[config.mk]
export PLATFORM = sky130hd
export DESIGN_NAME = rgb_to_packed_hsl_encoder_top_flat
export DESIGN_NICKNAME = d
export VERILOG_FILES = /design/src/rtl/core/rhe_pkg.sv /design/src/rtl/core/rhe_if.sv /design/src/rtl/core/rgb_to_packed_hsl_encoder_top.sv /design/src/rtl/core/rhe_prep.sv /design/src/rtl/core/rhe_div_cell.sv /design/src/flat_wrapper.sv
export SDC_FILE = /design/constraint.sdc
export NUM_CORES = 1
export LEC_CHECK = 0
export BUFFER_PORTS_ARGS = -buffer_cell sky130_fd_sc_hd__buf_2
export CORE_ASPECT_RATIO = 1.25
export CORE_UTILIZATION = 60
export CTS_BUF_LIST = sky130_fd_sc_hd__clkbuf_4
export CTS_CLUSTER_SIZE = 25
export DETAILED_ROUTE_END_ITERATION = 10
export PLACE_DENSITY = 0.76
export SLEW_MARGIN = 20
export SYNTH_ARGS = -nofsm -noshare
export SYNTH_HDL_FRONTEND = slang
export SYNTH_SLANG_ARGS = --single-unit
[constraint.sdc]
create_clock -name i_clk -period 15.22 [get_ports i_clk]
set_clock_uncertainty 0.1 [all_clocks]
set_input_delay 0.761 -clock i_clk [delete_from_list [all_inputs] [get_ports i_clk]]
set_output_delay 0.761 -clock i_clk [all_outputs]
set_load 0.01 [all_outputs]
[src/rtl/core/rhe_pkg.sv]
// Shared types and constants for the packed HSL pixel encoder.
package rhe_pkg;

    localparam int NCELL  = 6;   // quotient bits per division, one cell each
    localparam int REMW   = 15;  // partial remainder / shifted divisor width
    localparam int SHW    = 3;   // width of a cell's shift amount

    localparam logic [6:0] HUE_OFF_RED   = 7'd64;
    localparam logic [6:0] HUE_OFF_GREEN = 7'd21;
    localparam logic [6:0] HUE_OFF_BLUE  = 7'd43;
    localparam logic [6:0] HUE_WRAP      = 7'd64;
    localparam logic [4:0] LIGHT_HALF    = 5'd16;
    localparam logic [3:0] HUE_STEPS     = 4'd11;

    // Work item traveling down the division chain.
    typedef struct packed {
        logic [REMW-1:0]  sat_rem;
        logic [9:0]       sat_div;
        logic [NCELL-1:0] sat_q;
        logic [REMW-1:0]  hue_rem;
        logic [7:0]       hue_div;
        logic [NCELL-1:0] hue_q;
        logic             hue_neg;
        logic [6:0]       hue_off;
        logic             gray;
        logic             low_light;
        logic [4:0]       light;
    } t_pix;

endpackage

[src/rtl/core/rhe_if.sv]
// Handshake channel interfaces for pixels in and packed colors out.
interface rhe_pix_if;
    logic       valid;
    logic       ready;
    logic [7:0] red;
    logic [7:0] green;
    logic [7:0] blue;
    modport source (output valid, output red, output green, output blue, input ready);
    modport sink   (input valid, input red, input green, input blue, output ready);
endinterface

interface rhe_color_if;
    logic        valid;
    logic        ready;
    logic [15:0] packed_color;
    modport source (output valid, output packed_color, input ready);
    modport sink   (input valid, input packed_color, output ready);
endinterface

[src/rtl/core/rgb_to_packed_hsl_encoder_top.sv]
// Top level of the RGB to packed HSL pixel encoder.
//
// Converts one 8-bit RGB pixel per clock into a 16-bit packed color:
// saturation in bits 15:11, hue in bits 10:5, lightness in bits 4:0.
// The pipeline is a front cell, a chain of six restoring-division cells
// (each retires one quotient bit of the saturation and the hue divisions)
// and an output register; a new item is taken every cycle unless the
// output register is full and not being read. The whole chain advances
// together whenever the output register is empty or being read, which
// makes the output register the only stall point. Gray pixels give
// saturation and hue of zero; a zero low-lightness saturation quotient
// clamps to zero; ties for the largest channel favor red, then green.
module rgb_to_packed_hsl_encoder_top (
    input  logic          i_clk,
    input  logic          i_rst_n,
    rhe_pix_if.sink       i_pix,
    rhe_color_if.source   o_color
);
    logic                         adv;
    logic [rhe_pkg::NCELL:0]      vld;
    rhe_pkg::t_pix                pix [rhe_pkg::NCELL+1];
    logic                         r_out_valid;
    logic [15:0]                  r_out_color;
    logic [15:0]                  n_out_color;
    logic [4:0]                   sat;
    logic [6:0]                   hue;
    rhe_pkg::t_pix                fin;

    // Advance the whole chain when the output slot is free or being taken.
    assign adv         = !r_out_valid || o_color.ready;
    assign i_pix.ready = adv;

    rhe_prep u_prep (
        .i_clk   (i_clk),
        .i_rst_n (i_rst_n),
        .i_en    (adv),
        .i_valid (i_pix.valid),
        .i_red   (i_pix.red),
        .i_green (i_pix.green),
        .i_blue  (i_pix.blue),
        .o_valid (vld[0]),
        .o_pix   (pix[0])
    );

    // One cell per quotient bit, most significant first.
    for (genvar gi = 0; gi < rhe_pkg::NCELL; gi++) begin : g_cell
        rhe_div_cell u_cell (
            .i_clk   (i_clk),
            .i_rst_n (i_rst_n),
            .i_en    (adv),
            .i_shift (rhe_pkg::SHW'(rhe_pkg::NCELL - 1 - gi)),
            .i_valid (vld[gi]),
            .i_pix   (pix[gi]),
            .o_valid (vld[gi+1]),
            .o_pix   (pix[gi+1])
        );
    end

    // Finish: clamp saturation, apply hue sign and offset, wrap, zero gray, pack.
    always_comb begin
        fin = pix[rhe_pkg::NCELL];
        if (fin.low_light) begin
            sat = (fin.sat_q == '0) ? 5'd0 : 5'(fin.sat_q - 1'b1);
        end else begin
            sat = fin.sat_q[4:0];
        end
        if (fin.hue_neg) begin
            hue = fin.hue_off - 7'(fin.hue_q);
        end else begin
            hue = fin.hue_off + 7'(fin.hue_q);
        end
        if (hue >= rhe_pkg::HUE_WRAP) hue = hue - rhe_pkg::HUE_WRAP;
        if (fin.gray) begin
            sat = 5'd0;
            hue = 7'd0;
        end
        n_out_color = {sat, hue[5:0], fin.light};
    end

    always_ff @(posedge i_clk) begin
        if (!i_rst_n) begin
            r_out_valid <= 1'b0;
        end else if (adv) begin
            r_out_valid <= vld[rhe_pkg::NCELL];
        end
    end

    always_ff @(posedge i_clk) begin
        if (adv) begin
            r_out_color <= n_out_color;
        end
    end

    assign o_color.valid        = r_out_valid;
    assign o_color.packed_color = r_out_color;
endmodule

[src/rtl/core/rhe_prep.sv]
// Front cell: min/max, lightness, dividends, divisors and hue sector.
module rhe_prep (
    input  logic               i_clk,
    input  logic               i_rst_n,
    input  logic               i_en,
    input  logic               i_valid,
    input  logic [7:0]         i_red,
    input  logic [7:0]         i_green,
    input  logic [7:0]         i_blue,
    output logic               o_valid,
    output rhe_pkg::t_pix      o_pix
);
    logic               r_valid;
    rhe_pkg::t_pix      r_pix;
    rhe_pkg::t_pix      n_pix;
    logic [7:0]         hi, lo, span;
    logic [8:0]         sum;
    logic signed [8:0]  diff;
    logic [7:0]         mag;
    logic [11:0]        hue_num;
    logic [12:0]        sat_num;

    always_comb begin
        hi = i_red;
        if (i_green > hi) hi = i_green;
        if (i_blue > hi) hi = i_blue;
        lo = i_red;
        if (i_green < lo) lo = i_green;
        if (i_blue < lo) lo = i_blue;
        sum  = {1'b0, hi} + {1'b0, lo};
        span = hi - lo;
        if (hi == i_red) begin
            diff = $signed({1'b0, i_green}) - $signed({1'b0, i_blue});
            n_pix.hue_off = rhe_pkg::HUE_OFF_RED;
        end else if (hi == i_green) begin
            diff = $signed({1'b0, i_blue}) - $signed({1'b0, i_red});
            n_pix.hue_off = rhe_pkg::HUE_OFF_GREEN;
        end else begin
            diff = $signed({1'b0, i_red}) - $signed({1'b0, i_green});
            n_pix.hue_off = rhe_pkg::HUE_OFF_BLUE;
        end
        mag     = diff[8] ? 8'(-diff) : diff[7:0];
        hue_num = 12'(mag) * 12'(rhe_pkg::HUE_STEPS);
        sat_num = {span, 5'd0};
        n_pix.light     = sum[8:4];
        n_pix.low_light = (sum[8:4] < rhe_pkg::LIGHT_HALF);
        n_pix.gray      = (span == 8'd0);
        n_pix.hue_neg   = diff[8];
        n_pix.sat_rem   = rhe_pkg::REMW'(sat_num);
        n_pix.sat_div   = n_pix.low_light ? {1'b0, sum} : (10'd512 - {1'b0, sum});
        n_pix.sat_q     = '0;
        n_pix.hue_rem   = rhe_pkg::REMW'(hue_num);
        n_pix.hue_div   = span;
        n_pix.hue_q     = '0;
    end

    always_ff @(posedge i_clk) begin
        if (!i_rst_n) begin
            r_valid <= 1'b0;
        end else if (i_en) begin
            r_valid <= i_valid;
        end
    end

    always_ff @(posedge i_clk) begin
        if (i_en) begin
            r_pix <= n_pix;
        end
    end

    assign o_valid = r_valid;
    assign o_pix   = r_pix;
endmodule

[src/rtl/core/rhe_div_cell.sv]
// Division cell: retire one quotient bit of both divisions and pass on.
module rhe_div_cell (
    input  logic                    i_clk,
    input  logic                    i_rst_n,
    input  logic                    i_en,
    input  logic [rhe_pkg::SHW-1:0] i_shift,
    input  logic                    i_valid,
    input  rhe_pkg::t_pix           i_pix,
    output logic                    o_valid,
    output rhe_pkg::t_pix           o_pix
);
    logic                     r_valid;
    rhe_pkg::t_pix            r_pix;
    rhe_pkg::t_pix            n_pix;
    logic [rhe_pkg::REMW-1:0] sat_sh, hue_sh;
    logic                     sat_bit, hue_bit;

    always_comb begin
        sat_sh  = rhe_pkg::REMW'(i_pix.sat_div) << i_shift;
        hue_sh  = rhe_pkg::REMW'(i_pix.hue_div) << i_shift;
        sat_bit = (i_pix.sat_rem >= sat_sh);
        hue_bit = (i_pix.hue_rem >= hue_sh) && (i_pix.hue_div != 8'd0);
        n_pix   = i_pix;
        if (sat_bit) n_pix.sat_rem = i_pix.sat_rem - sat_sh;
        if (hue_bit) n_pix.hue_rem = i_pix.hue_rem - hue_sh;
        n_pix.sat_q = {i_pix.sat_q[rhe_pkg::NCELL-2:0], sat_bit};
        n_pix.hue_q = {i_pix.hue_q[rhe_pkg::NCELL-2:0], hue_bit};
    end

    always_ff @(posedge i_clk) begin
        if (!i_rst_n) begin
            r_valid <= 1'b0;
        end else if (i_en) begin
            r_valid <= i_valid;
        end
    end

    always_ff @(posedge i_clk) begin
        if (i_en) begin
            r_pix <= n_pix;
        end
    end

    assign o_valid = r_valid;
    assign o_pix   = r_pix;
endmodule

[src/flat_wrapper.sv]
// flat-port wrapper written by rule: the top's interface ports become plain ports
module rgb_to_packed_hsl_encoder_top_flat 
  (i_clk, i_rst_n, i_pix_valid, i_pix_red, i_pix_green, i_pix_blue, i_pix_ready, o_color_valid, o_color_packed_color, o_color_ready);
  rhe_pix_if i_pix_i ();
  rhe_color_if o_color_i ();
  input  logic i_clk;
  input  logic i_rst_n;
  input wire logic [$bits(i_pix_i.valid)-1:0] i_pix_valid;
  input wire logic [$bits(i_pix_i.red)-1:0] i_pix_red;
  input wire logic [$bits(i_pix_i.green)-1:0] i_pix_green;
  input wire logic [$bits(i_pix_i.blue)-1:0] i_pix_blue;
  output wire logic [$bits(i_pix_i.ready)-1:0] i_pix_ready;
  output wire logic [$bits(o_color_i.valid)-1:0] o_color_valid;
  output wire logic [$bits(o_color_i.packed_color)-1:0] o_color_packed_color;
  input wire logic [$bits(o_color_i.ready)-1:0] o_color_ready;
  assign i_pix_i.valid = i_pix_valid;
  assign i_pix_i.red = i_pix_red;
  assign i_pix_i.green = i_pix_green;
  assign i_pix_i.blue = i_pix_blue;
  assign i_pix_ready = i_pix_i.ready;
  assign o_color_valid = o_color_i.valid;
  assign o_color_packed_color = o_color_i.packed_color;
  assign o_color_i.ready = o_color_ready;
  rgb_to_packed_hsl_encoder_top u_core (.i_clk(i_clk), .i_rst_n(i_rst_n), .i_pix(i_pix_i), .o_color(o_color_i));
endmodule
## After elaboration in Yosys (flattened, before gate mapping)

Index checks and enable logic that the tools add are counted.

- Bits in registers: 440
- Input port bits: 28
- Output and inout bits: 18
- Word-level logic and storage cells: 164

- Magnitude comparators: 18
- $mul: 1
- $add $sub $neg: 21
- Equality and inequality tests: 2
- Muxes and demuxes: 23
- Reduce and logical (&&, ||, !) cells: 16

Operator list:

| cell | number |
|---|---|
| $mux 15 | 8 |
| $reduce_bool 8->1 | 6 |
| $mux 8 | 5 |
| $ge 15x10->1 | 2 |
| $ge 15x11->1 | 2 |
| $ge 15x12->1 | 2 |
| $sub 15x11->15 | 2 |
| $sub 15x12->15 | 2 |
| $mux 9 | 3 |
| $sub 8x8->9 | 3 |
| $eq 8x8->1 | 2 |
| $gt 8x8->1 | 2 |
| $lt 8x8->1 | 2 |
| $ge 13x15->1 | 1 |
| $ge 15x13->1 | 1 |
| $ge 15x14->1 | 1 |
| $ge 15x8->1 | 1 |
| $ge 15x9->1 | 1 |
| $sub 13x15->15 | 1 |
| $sub 15x10->15 | 1 |
| $sub 15x13->15 | 1 |
| $sub 15x14->15 | 1 |
| $sub 15x9->15 | 1 |
| $sub 12x13->14 | 1 |
| other kinds (22) | 29 |

## Depth between registers and ports, before layout

Gate-level depths: netlist of run 1.

- Word-level depth: 10
- Mapped depth: 35
- Depth with buffers taken out: 33

## Modules after synthesis

Synthesis of run 1 repeated with hierarchy kept, for this count alone.

- Cells, all modules: 3211
- Area total of the unflattened synthesis: 35609.2 um^2

By module, submodules not included:

| module | cells each | sequential area each (um^2) | instances | area each (um^2) |
|---|---|---|---|---|
| rhe_div_cell (u_core.g_cell[2].u_cell ...) | 428 | 2272.2 | 2 | 4853.4 |
| rhe_prep | 580 | 1251.2 | 1 | 5306.3 |
| rhe_div_cell (u_core.g_cell[5].u_cell) | 441 | 2272.2 | 1 | 4964.8 |
| rhe_div_cell (u_core.g_cell[1].u_cell) | 402 | 2272.2 | 1 | 4901.0 |
| rhe_div_cell (u_core.g_cell[0].u_cell) | 427 | 2272.2 | 1 | 4899.7 |
| rhe_div_cell (u_core.g_cell[4].u_cell) | 421 | 2272.2 | 1 | 4869.7 |
| rgb_to_packed_hsl_encoder_top | 84 | 500.5 | 1 | 960.9 |

## Worst setup path after synthesis of run 1

No wires, ideal clock.

- Path type: input to register
- Start: input o_color_ready
- End: register with a tool-made name
- Required time: 11956 ps
- Library setup time: 3164 ps
- Slack: 3722 ps
- Stages: 3
- Buffers on the path: 1
- Arrival time: 8234 ps
- Path through: nor2b_1 -> clkbuf_1 -> clkinv_1

RTL lines:

| element | line | text |
|---|---|---|
| from (decl) | flat_wrapper.sv:15 | `input wire logic [$bits(o_color_i.ready)-1:0] o_color_ready;` |

## Worst setup path in the final report of run 1

- Start: input i_pix_green[6]
- End: register u_core.u_prep.r_pix, in the netlist u_core.u_prep.o_pix[40], data pin

- Longest elaborated chain between the ends: 10
- Elaborated cells on any way between the ends: 13
- Those cells by class: add/sub (3); mul (1); order compare (2); eq/ne (2); mux (5)

Ends and longest elaborated chain:

| element | line | text |
|---|---|---|
| from (decl) | flat_wrapper.sv:10 | `input wire logic [$bits(i_pix_i.green)-1:0] i_pix_green;` |
| $gt 8x8->1 | rhe_prep.sv:25 | `if (i_green > hi) hi = i_green;` |
| $mux 8 | rhe_prep.sv:25 |  |
| $gt 8x8->1 | rhe_prep.sv:26 | `if (i_blue > hi) hi = i_blue;` |
| $mux 8 | rhe_prep.sv:26 |  |
| $eq 8x8->1 | rhe_prep.sv:35 | `end else if (hi == i_green) begin` |
| $mux 9 | rhe_prep.sv:35 |  |
| $mux 9 * | rhe_prep.sv:32 | `if (hi == i_red) begin` |
| $neg 8->8 | rhe_prep.sv:42 | `mag = diff[8] ? 8'(-diff) : diff[7:0];` |
| $mux 8 * | rhe_prep.sv:42 |  |
| $mul 8x4->12 * | rhe_prep.sv:43 | `hue_num = 12'(mag) * 12'(rhe_pkg::HUE_STEPS);` |
| net u_core.u_prep.hue_num[11] | rhe_prep.sv:20 | `logic [11:0] hue_num;` |
| to (signal assigned) | rhe_prep.sv:67 | `r_pix <= n_pix;` |
| to (decl) | rhe_prep.sv:14 | `rhe_pkg::t_pix r_pix;` |

Mark *: on every way through the listed nets, which the timed path passes. The rest lies on a longest branch.
A chain may end at the register's enable or synchronous reset.

==> metrics.md, run 1 <==
| Metric | Value |
|---|---|
| Clk sinks | 391 |
| Bufs on Longest Clock Path | 3 |
| Post-synth top flop | edfxtp_1 |
| Max cap viols | 0 |
| # fillers | 2741 |
| CP required | 15.61 ns |
| Setup-failing EPs final | 0 |
| CTS Buf Count | 92 |
| Avg WL per Cell | 16.0 µm |
| Largest net degree at the start of global routing | 166 |
| Peak supply drop | 0.122 mV |
| DR vias | 14400 |
| Number of enable flip-flop cells after synthesis | 383 |
| Worst Setup Start Kind | primary input |
| Initial DRC count | 620 |
| Slew Viols, Final | 0 |
| Final nets | 2283 |
| Clk_lat worst skew | 0.77 ns |
| Slew headroom | 29.6% |
| Clk root buf | clkbuf_4 |
| Post-synthesis adder-cell area fraction | 12.2% |
| Synth cell types | 84 |
| Compound-Gate Fraction of Synth Area | 11.8% |
| Vias per cell | 5.54 |
| Status | finished, final reports clean |
| Reg-to-reg startpoint | u_core.g_cell[0].u_cell.o_pix[22] |
| Hold buffer count at cts | 0 |
| First-pass GRT wire length | 68.4 mm |
| GR Overflow Total | 0 |
| Post-Route WL | 41.8 mm |
| Post-DP HPWL | 31.5 mm |
| Placer congestion estimate | 0.878 |
| Antenna Nets Post-Route | 0 |
| Post-synthesis mux area share | 2.43% |
| Sw frac | 37.8% |
| Postcts setup bufs | 0 |
| XOR/XNOR share of the synthesized area | 5.84% |
| Leakage | 10.4 nW |
| Seq cells post-synth | 391 |
| Min-delay worst type | primary input to register |
| Layout cell share with drive strength beyond 1 | 12.3% |
| Slowest cell on crit path | nor2_2 |
| Worst slew pin tran | 1.06 ns |
| Core area | 36400 µm² |
| Vias in the first global route | 14700 |
| Clock Pin Slew Worst Setup and Hold Paths | 0.07 ns |
| Switching power | 2.26 mW |
| Die height | 217 µm |
| Asr flop ratio synth | 0% |
| CP Class | primary input to register |
| Avg Cell Area, Syn | 11.5 µm² |
| DRT Pass-1 Iters | 7 |
| Combinational fraction of design power | 48.6% |
| Most common cell on crit path | ha_1 |
| Mapped Area | 22200 µm² |
| Synthesis Warnings | 0 |
| TNS Setup | 0 ns |
| Die width | 174 µm |
| Port Buffers | 45 |
| Clock power frac | 14.4% |
| RSZ-0062 raised after global routing | no |
| Post-synthesis instance total | 1930 |
| Initial antenna violation count | 2 |
| Critical path's largest stage delay | 0.67 ns |
| CP startpoint | i_pix_green[6] |
| Max Fclk | 0.131 GHz |
| Reg power frac | 37.0% |
| Die Area | 37800 µm² |
| DRC violation count after routing | 0 |
| Power Density | 247 nW/µm² |
| Crit-path max FO | 12 |
| Worst setup EP type | register |
| H-tree depth | 3 |
| Gr usage total | 22.7% |
| Post-synthesis simple-gate area fraction | 10.5% |
| Std-Cell Rows | 78 |
| Pre-CTS setup slack | 6.87 ns |
| Tmin final | 7.64 ns |
| Final Hold Viols | 0 |
| WP data arrival | 8.03 ns |
| Register area share after synthesis | 52.5% |
| # IOs | 46 |
| Post-cts sizing count | 0 |
| Crit share post-route | 50.2% |
| Hold path start | i_pix_valid |
| Min setup slack post-route | 7.58 ns |
| TritonCTS clock tree | done |
| Int Power | 3.72 mW |
| Initial Util | 61.0% |
| Largest family of logic cells by synthesized area | adder cells |
| Synthesis-to-layout area growth | 9.29% |
## power by group through the flow
| stage | registers [mW] | logic (mW) | clock network [mW] |
|---|---|---|---|
| after global routing | 2.26 | 3.29 | 0.942 |
| after detailed placement | 2.23 | 2.89 | 0 |
| after floorplan | 2.14 | 2.28 | 0 |
| final | 2.21 | 2.90 | 0.861 |
| after CTS | 2.21 | 2.91 | 0.890 |
| after global placement | 2.21 | 2.78 | 0 |
## through the flow
stage	area, µm²	power (mW)	utilization (%)	hold WS [ns]	instances
CTS	24200	6.02	66.6	0.0711	2604
finish	24300	5.98	66.6	0.176	2608
global route	24300	6.50	66.6	0.131	2608
detailed placement	23000	5.12	63.2	0.305	2436
global placement	23000	4.99	63.2	0.302	2436
floorplan	22200	4.41	-	0.300	1931
## cells in the mapped netlist, types with 6 or more instances
master	count	area, µm²
a211o_1	7	61.3
a211oi_1	9	67.6
a21boi_0	31	233
a21o_1	33	248
a21oi_1	101	505
and3_1	6	37.5
clkbuf_1	24	90.1
dfxtp_1	8	160
edfxtp_1	383	11500
fa_1	20	400
ha_1	185	2310
inv_1	233	875
mux2_2	31	349
mux2i_1	19	190
nand2_1	136	510
nand2b_1	18	113
nand3_1	22	110
nand4_1	22	138
nor2_1	114	428
nor2b_1	33	206
nor3_1	26	130
nor4_1	24	150
o21a_1	18	135
o21ai_0	112	561
o21bai_1	15	113
o311ai_0	6	52.6
o31ai_1	17	128
or3_1	10	62.6
or4_1	8	60.1
xnor2_1	76	666
xor2_1	70	613
## critical path, delay by kind of cell
family | cells | cell delay [ns]
AOI/OAI and AO/OA | 11 | 2.71
xor gates and xnor gates | 1 | 0.15
adders and majority gates | 5 | 1.82
buffers and inverters | 3 | 0.27
muxes | 2 | 0.43
and+or+nand+nor | 7 | 1.89
## state kept, by name, summed over array words and instances (netlist names), named ones only
signal                        cells
u_core.g_cell.u_cell.o_pix      326
u_core.u_prep.o_pix              40
u_core.o_color.packed_color      16
u_core.g_cell.u_cell.o_valid      6
u_core.o_color.valid              1
u_core.u_prep.o_valid             1
## layout make-up
class,count,area [µm²],share of cell area (%)
flip-flops and latches,391,11700,48.1
clock buffers,130,976,4.02
repair buffers,55,300,1.24
multi-input cells,1274,9540,39.3
diodes,4,10.0,0.0413
clock inverters,38,273,1.12
well taps,480,601,2.48
inverters,236,893,3.68
## metal layers
layer,vias to the layer above,global-route usage (%),wire [µm]
met5,-,0,0
met4,0,10.6,1260
met3,74,3.67,1220
met2,268,45.3,23800
met1,6809,22.4,15500
li1,7292,-,-
## kinds of logic after synthesis
| kind of cell | Yosys count |
|---|---|
| flops | 391 |
| compound gates | 406 |
| xor+xnor | 147 |
| other cells | 1 |
| simple gates | 464 |
| buf+inv | 266 |
| fa+ha+maj | 205 |
| mux | 50 |
## layout by cell type (no fill, tap or decap), types with 8 or more instances in the layout
| cell type | n |
|---|---|
| a211oi_1 | 9 |
| a21boi_0 | 31 |
| a21o_1 | 33 |
| a21oi_1 | 101 |
| buf_2 | 45 |
| buf_4 | 10 |
| clkbuf_4 | 130 |
| clkinv_1 | 24 |
| dfxtp_1 | 8 |
| edfxtp_1 | 383 |
| fa_1 | 20 |
| ha_1 | 185 |
| inv_1 | 233 |
| mux2_2 | 31 |
| mux2i_1 | 19 |
| nand2_1 | 136 |
| nand2b_1 | 18 |
| nand3_1 | 22 |
| nand4_1 | 22 |
| nor2_1 | 114 |
| nor2b_1 | 33 |
| nor3_1 | 26 |
| nor4_1 | 23 |
| o21a_1 | 18 |
| o21ai_0 | 112 |
| o21bai_1 | 15 |
| o31ai_1 | 17 |
| or3_1 | 10 |
| or4_1 | 8 |
| xnor2_1 | 76 |
| xor2_1 | 70 |
## path summary, 6_finish.rpt
kind,depth (start not counted),endpoint,slack (ns)
worst min register to register,0,u_core.g_cell[3].u_cell.o_pix[16],0.29
worst min-delay path,3,u_core.u_prep.o_valid,0.18
worst max-delay path,29,u_core.u_prep.o_pix[40],7.58
worst max register to register,12,u_core.g_cell[1].u_cell.o_pix[37],11.48
Note: power is estimated with default switching activity, not from simulation.
==> inputs of run 2 (changes only) <==
--- a/config.mk
+++ b/config.mk
@@ -5,13 +5,14 @@
 export SDC_FILE = /design/constraint.sdc
 export NUM_CORES = 1
 export LEC_CHECK = 0
+export ABC_AREA = 1
 export BUFFER_PORTS_ARGS = -buffer_cell sky130_fd_sc_hd__buf_2
 export CORE_ASPECT_RATIO = 1.25
-export CORE_UTILIZATION = 60
+export CORE_UTILIZATION = 59
 export CTS_BUF_LIST = sky130_fd_sc_hd__clkbuf_4
 export CTS_CLUSTER_SIZE = 25
 export DETAILED_ROUTE_END_ITERATION = 10
-export PLACE_DENSITY = 0.76
+export PLACE_DENSITY = 0.78
 export SLEW_MARGIN = 20
 export SYNTH_ARGS = -nofsm -noshare
 export SYNTH_HDL_FRONTEND = slang
==> constraint.sdc (replaced) <==
create_clock -name i_clk -period 6.7 [get_ports i_clk]
set_clock_uncertainty 0.1 [all_clocks]
set_input_delay 0.335 -clock i_clk [delete_from_list [all_inputs] [get_ports i_clk]]
set_output_delay 0.335 -clock i_clk [all_outputs]
set_load 0.01 [all_outputs]
==> metrics.md, run 2 <==
| Metric | Value |
|---|---|
| Status | finished, final reports clean |
| Mapped Area | 21700 µm² (-2.1%) |
| Post-synthesis instance total | 2091 (+8.3%) |
| Post-DP HPWL | 33.5 mm (+6.4%) |
| H-tree depth | 3 (unchanged) |
| Max cap viols | 0 (unchanged) |
| Reg-to-reg endpoint | u_core.g_cell[2].u_cell.o_pix[43] |
| Power Density | 508 nW/µm² (+110%) |
| Antenna Nets Post-Route | 0 (unchanged) |
| Worst Setup Start Kind | primary input |
| WHS Path Cells | 7 (+4) |
| Met2 Track Usage GR | 46.9% (+1.6 points) |
| Tmin final | 6.13 ns |
| Most common cell on crit path | nand2_1 |
| Most instantiated cells after synthesis | edfxtp_1 (383), nand2_1 (356), inv_1 (320) |
| DR vias | 15200 (+4.9%) |
| CP startpoint | i_pix_green[4] |
| Clk sinks | 391 (unchanged) |
| Seq cells post-synth | 391 (unchanged) |
| Worst Reg-to-Reg Cells | 12 (unchanged) |
| Leakage | 11.2 nW (+8.1%) |
| Die height | 217 µm (-0.22%) |
| Max Fclk | 0.163 GHz |
| Met3 usage | 3.98% (+0.31 points) |
| Largest net degree at the start of global routing | 156 (-6.0%) |
| Port Buffers | 45 (unchanged) |
| Register area share after synthesis | 53.7% (+1.1 points) |
| DRT Pass-1 Iters | 5 (-2) |
| Peak supply drop | 0.203 mV (+67%) |
| Clock Pin Slew Worst Setup and Hold Paths | 0.06 ns (about the same) |
| Post-Route WL | 43.1 mm (+3.1%) |
| Final Hold Viols | 0 (unchanged) |
| Initial DRC count | 714 (+15%) |
| Layout cell share with drive strength beyond 1 | 14.3% (+2.0 points) |
| Crit-path max FO | 10 (-2) |
| Synthesis-to-layout area growth | 12.3% |
| CP required | 7.08 ns (-8.53 ns) |
| # IOs | 46 (unchanged) |
| Power Total | 12.4 mW (+110%) |
| TritonCTS clock tree | done |
| Synth cell types | 57 (-32%) |
| Crit share post-route | 91.5% |
| Slowest cell on crit path | fa_1 |
| Final instance area | 24400 µm² (+0.58%) |
| Initial Util | 59.8% (-1.1 points) |
| Bufs on Longest Clock Path | 3 (unchanged) |
| Clk_lat worst skew | 0.76 ns (about the same) |
| Commonest non-fill, non-tap cells in the layout | edfxtp_1 (383), nand2_1 (356), inv_1 (318) |
| Most common cell after layout, fill and taps aside | edfxtp_1 |
| Ranking of synthesized cells by area | edfxtp_1 (53%), ha_1 (11%), nand2_1 (6.2%), inv_1 (5.5%), o21ai_0 (3.8%) |
| M1 GR Usage | 21.8% (-0.64 points) |
| Setup-failing EPs final | 0 (unchanged) |
| Hold EP | u_core.u_prep.o_pix[7] |
| Std-Cell Rows | 78 (unchanged) |
| Number of enable flip-flop cells after synthesis | 383 (unchanged) |
| Synthesis Warnings | 0 (unchanged) |
| Gr usage total | 23.7% (+0.98 points) |
| Final Instance Count excl. Fillers | 2856 (+9.5%) |
| Initial antenna violation count | 2 (unchanged) |
| Min-delay worst type | primary input to register |
| First-pass GRT wire length | 70.3 mm (+2.9%) |
| Slew Viols, Final | 0 (unchanged) |
| RSZ-0062 raised after global routing | no |
| Worst slew pin tran | 1.06 ns (+0.00533 ns) |
| Die width | 174 µm (-0.22%) |
| GR Overflow Total | 0 (unchanged) |
| Clk root buf | clkbuf_4 |
| Post-synth top flop | edfxtp_1 |
| Hold buffer count at cts | 4 (+4) |
| WP data arrival | 6.51 ns (-1.52 ns) |
| Core area | 36300 µm² (-0.27%) |
| CTS Buf Count | 90 (-2.2%) |
| Critical path's largest stage delay | 0.49 ns (-0.18 ns) |
| DRC violation count after routing | 0 (unchanged) |
| Final nets | 2541 (+11%) |
| Hold path start | i_pix_red[2] |
| Placed standard-cell area | 23200 µm² (+0.96%) |
| Post-cts sizing count | 0 (unchanged) |
| Multi-input logic area | 8750 µm² (-8.2%) |
| Max reg flops | 326 (unchanged) |
| Avg Cell Area, Syn | 10.4 µm² (-9.6%) |
| Synth top area share | 52.9% (+1.1 points) |
| Reg2Reg Setup Slack | 3.03 ns (-8.45 ns) |
| # fillers | 2716 (-0.91%) |
| Worst setup EP type | register |
| Placed cell count | 2692 (+11%) |
| Gr busiest metal | met2 |
| Vias per cell | 5.31 (-4.2%) |
| Asr flop ratio synth | 0% (unchanged) |
| Die Area | 37600 µm² (-0.44%) |
| Min setup slack post-route | 0.571 ns (-7.01 ns) |
| CP Class | primary input to register |
| Storage cell area | 11700 µm² (about the same) |
| Reg-to-reg startpoint | u_core.g_cell[1].u_cell.o_pix[50] |
| Most frequent cell after synthesis | edfxtp_1 |
| Vias in the first global route | 15400 (+4.5%) |
| Postcts setup bufs | 0 (unchanged) |
| Pre-CTS setup slack | -0.126 ns (-6.99 ns) |
| Area leader, netlist | edfxtp_1 |
| Placer congestion estimate | 0.927 (+5.6%) |
| Slew headroom | 29.0% (-0.62 points) |
| Avg WL per Cell | 15.1 µm (-5.8%) |
## run 2: cell count changes in the layout (fill, tap and decap cells not counted), moves of 29 or more
cell	delta
nand2_1	+220
inv_1	+85
buf_4	+80
nand3_1	+62
o21ai_0	+52
nor2b_1	-33
mux2_2	-31
xnor2_1	-31
a21boi_0	-29
## run 2: final cells by class
| class | instances | share of cell area [%] |
|---|---|---|
| timing repair buffer | 142 | 4.10 |
| tap | 480 | 2.46 |
| sequential | 391 | 47.8 |
| inverter | 327 | 5.05 |
| clock inverter | 28 | 0.651 |
| antenna | 1 | 0.0103 |
| clock buffer | 131 | 4.03 |
| multi-input combinational | 1356 | 35.9 |
## run 2: through the flow
stage	hold slack, ns	util (%)	TNS (ns)
after global routing	0.200	67.2	0
after global placement	0.300	63.9	-0.0148
final	0.214	67.2	0
after detailed placement	0.305	63.9	-0.247
after CTS	0.136	67.2	0
after floorplan	0.300	-	-93.86
## run 2: layer usage
layer	share of wire (%)	wire, µm
met1	35	15100
met2	56	23900
met3	3.4	1470
met4	5.9	2560
met5	0.023	10
## run 2: cell families (layout without fill, tap and decap cells)
family | Yosys count | in the layout | share of synthesized area, %
other cells | 1 | 3 | 0.0173
xor+xnor | 123 | 123 | 4.96
simple gates | 685 | 685 | 14.0
buf+inv | 345 | 628 | 6.08
flops | 391 | 391 | 53.7
compound gates | 341 | 341 | 8.74
fa+ha+maj | 205 | 205 | 12.5
## run 2: how the worst max path moves through the flow
stage,end,slack [ns],depth (start not counted)
final,u_core.u_prep.o_pix[39],0.57,49
after global routing,u_core.u_prep.o_pix[39],0.05,50
after CTS,u_core.u_prep.o_pix[39],0.65,49
after detailed placement,u_core.u_prep.o_pix[39],-0.13,49
after global placement,u_core.u_prep.o_pix[39],-0.01,49
after floorplan,register,-0.25,3
## run 2: where the power goes
part           switching, mW  internal (mW)  leakage, nW
Clock                  0.873          0.943        0.683
Sequential             0.579           4.29         4.13
Combinational           3.35           2.36         6.41
## run 2: worst max-delay path: cells and delay by family
kind                     cells  cell delay [ns]
AND/OR/NAND/NOR             27             2.80
adder cells (fa/ha/maj)      6             1.92
AO/OA/AOI/OAI                5             0.70
buffers and inverters       10             0.65
XOR/XNOR                     1             0.07
==> inputs of run 3 (changes only) <==
--- a/config.mk
+++ b/config.mk
@@ -12,6 +12,7 @@
 export CTS_BUF_LIST = sky130_fd_sc_hd__clkbuf_4
 export CTS_CLUSTER_SIZE = 25
 export DETAILED_ROUTE_END_ITERATION = 10
+export MAX_ROUTING_LAYER = met4
 export PLACE_DENSITY = 0.78
 export SLEW_MARGIN = 20
 export SYNTH_ARGS = -nofsm -noshare
==> metrics.md, run 3 (synthesis gave the netlist of run 2 again) <==
| Metric | Value |
|---|---|
| Power Total | 12.4 mW (about the same) |
| Core area | 36300 µm² (unchanged) |
| CP Buf/Inv Count | 8 (-2) |
| Pre-CTS setup slack | -0.295 ns (-0.169 ns) |
| Final core occ | 67.4% (+0.25 points) |
| DR vias | 15200 (+0.49%) |
| Initial DRC count | 765 (+7.1%) |
| Clk_lat worst skew | 0.79 ns (+0.03 ns) |
| Gr usage total | 24.5% (+0.86 points) |
| Die Area | 37600 µm² (unchanged) |
| Commonest non-fill, non-tap cells in the layout | edfxtp_1 (383), nand2_1 (355), inv_1 (318) |
| Max reg flops | 326 (unchanged) |
| Clk sinks | 391 (unchanged) |
| TritonCTS clock tree | done |
| Peak supply drop | 0.169 mV (-17%) |
| Slowest cell on crit path | fa_1 |
| TNS Setup | 0 ns (unchanged) |
| Most common cell on crit path | nand2_1 |
| Port Buffers | 45 (unchanged) |
| Power Density | 506 nW/µm² (-0.44%) |
| Clock Pin Slew Worst Setup and Hold Paths | 0.06 ns (about the same) |
| Max cap viols | 0 (unchanged) |
| Clk root buf | clkbuf_4 |
| Post-Route WL | 43.5 mm (+1.0%) |
| Final nets | 2553 (+0.47%) |
| Tmin final | 6.07 ns (-0.0554 ns) |
| DRC violation count after routing | 0 (unchanged) |
| First-pass GRT wire length | 70.6 mm (+0.34%) |
| DRT Pass-1 Iters | 5 (unchanged) |
| # fillers | 2779 (+2.3%) |
| Slew Viols, Final | 0 (unchanged) |
| Final instance area | 24500 µm² (+0.37%) |
| Initial Util | 59.8% (unchanged) |
| Min-delay worst type | primary input to register |
| Worst setup EP type | register |
| Die height | 217 µm (unchanged) |
| Std-Cell Rows | 78 (unchanged) |
| Storage cell area | 11700 µm² (unchanged) |
| Most common cell after layout, fill and taps aside | edfxtp_1 |
| WP data arrival | 6.50 ns (about the same) |
| CTS Buf Count | 91 (+1.1%) |
| CP Class | primary input to register |
| Vias in the first global route | 15700 (+1.7%) |
| Max Fclk | 0.165 GHz (+0.91%) |
| Slew headroom | 35.1% (+6.1 points) |
| Avg WL per Cell | 15.2 µm (+0.64%) |
| Worst Setup Start Kind | primary input |
| Placed standard-cell area | 23300 µm² (+0.30%) |
| Placer congestion estimate | 1.06 (+15%) |
| H-tree depth | 3 (unchanged) |
| Status | finished, final reports clean |
| Crit share post-route | 90.7% (-0.83 points) |
| Layout cell share with drive strength beyond 1 | 14.7% (+0.42 points) |
| Vias per cell | 5.31 (+0.11%) |
| Top Family by Delay on Critical Path | simple AND/OR/NAND/NOR gates |
| Post-DP HPWL | 33.9 mm (+1.2%) |
| Synthesis-to-layout area growth | 12.7% |
| # IOs | 46 (unchanged) |
| Critical path's largest stage delay | 0.49 ns (about the same) |
| Largest net degree at the start of global routing | 166 (+6.4%) |
| Postcts setup bufs | 0 (unchanged) |
| Initial antenna violation count | 1 (-1) |
| Antenna Nets Post-Route | 0 (unchanged) |
| Leakage | 11.3 nW (+0.31%) |
| Final Hold Viols | 0 (unchanged) |
| Worst slew pin tran | 0.969 ns (-0.0913 ns) |
| Multi-input logic area | 8780 µm² (+0.27%) |
| Bufs on Longest Clock Path | 3 (unchanged) |
| Min setup slack post-route | 0.626 ns (+0.0554 ns) |
| Die width | 174 µm (unchanged) |
| GR Overflow Total | 0 (unchanged) |
| Crit-path max FO | 10 (unchanged) |
| CP required | 7.12 ns (+0.04 ns) |
| Setup-failing EPs final | 0 (unchanged) |
==> run 3: cell count changes in the layout (fill, tap and decap cells not counted), sizes merged <==
| cell | delta |
|---|---|
| clkbuf | -8 |
| buf | +11 |
| clkinv | +4 |
| bufinv | +1 |
| clkinvlp | -1 |
| diode | +4 |
==> run 3: metal layers <==
metal  track usage [%]  part of all wire (%)  wire length [µm]
met5                 -                     0                 0
met4              17.7                   6.5              2840
met3              3.49                   3.2              1380
met2              46.9                    56             24200
met1              21.7                    35             15100
==> run 3: path summary, 6_finish.rpt <==
path / startpoint / to / slack (ns) / cells past startpoint
worst min-delay path: i_pix_blue[0] / u_core.u_prep.o_pix[29] / 0.28 / 6
worst max register to register: u_core.g_cell[3].u_cell.o_pix[50] / u_core.g_cell[4].u_cell.o_pix[43] / 3.01 / 14
worst max-delay path: i_pix_green[4] / u_core.u_prep.o_pix[39] / 0.63 / 48
worst min register to register: u_core.g_cell[3].u_cell.o_pix[15] / u_core.g_cell[4].u_cell.o_pix[16] / 0.31 / 0
==> run 3: timing repair <==
item / in CTS / in global routing
hold buffers: 4 / 0
gates resized for setup: 0 / 6
setup endpoints to repair: 0 / 3
hold endpoints to repair: 8 / 0
==> run 3: report_power, final <==
group | internal (mW) | switching, mW | leakage, nW | total (mW)
Clock | 0.936 | 0.885 | 0.672 | 1.82
Combinational | 2.36 | 3.34 | 6.45 | 5.70
Sequential | 4.29 | 0.575 | 4.13 | 4.86
==> run 3: area by class of cell <==
cell class | count | area share, %
Antenna cell | 5 | 0.0511
Clock buffer | 123 | 3.77
Clock inverter | 32 | 0.843
Inverter | 327 | 5.03
Multi-Input combinational cell | 1356 | 35.8
Sequential cell | 391 | 47.6
Tap cell | 480 | 2.45
Timing Repair Buffer | 153 | 4.37
==> run 3: through the flow <==
stage	hold WS, ns	std cells
2_1_floorplan	0.300	2092
3_3_place_gp	0.300	2703
3_5_place_dp	0.305	2703
4_1_cts	0.215	2862
5_1_grt	0.256	2863
6_report	0.275	2867
==> run 3: tightest hold or removal path, cell delays in order <==
cell and delay, ns:
buf_2 0.16, ha_1 0.16, nor2_1 0.04, inv_1 0.05, buf_4 0.09, nand2_1 0.10
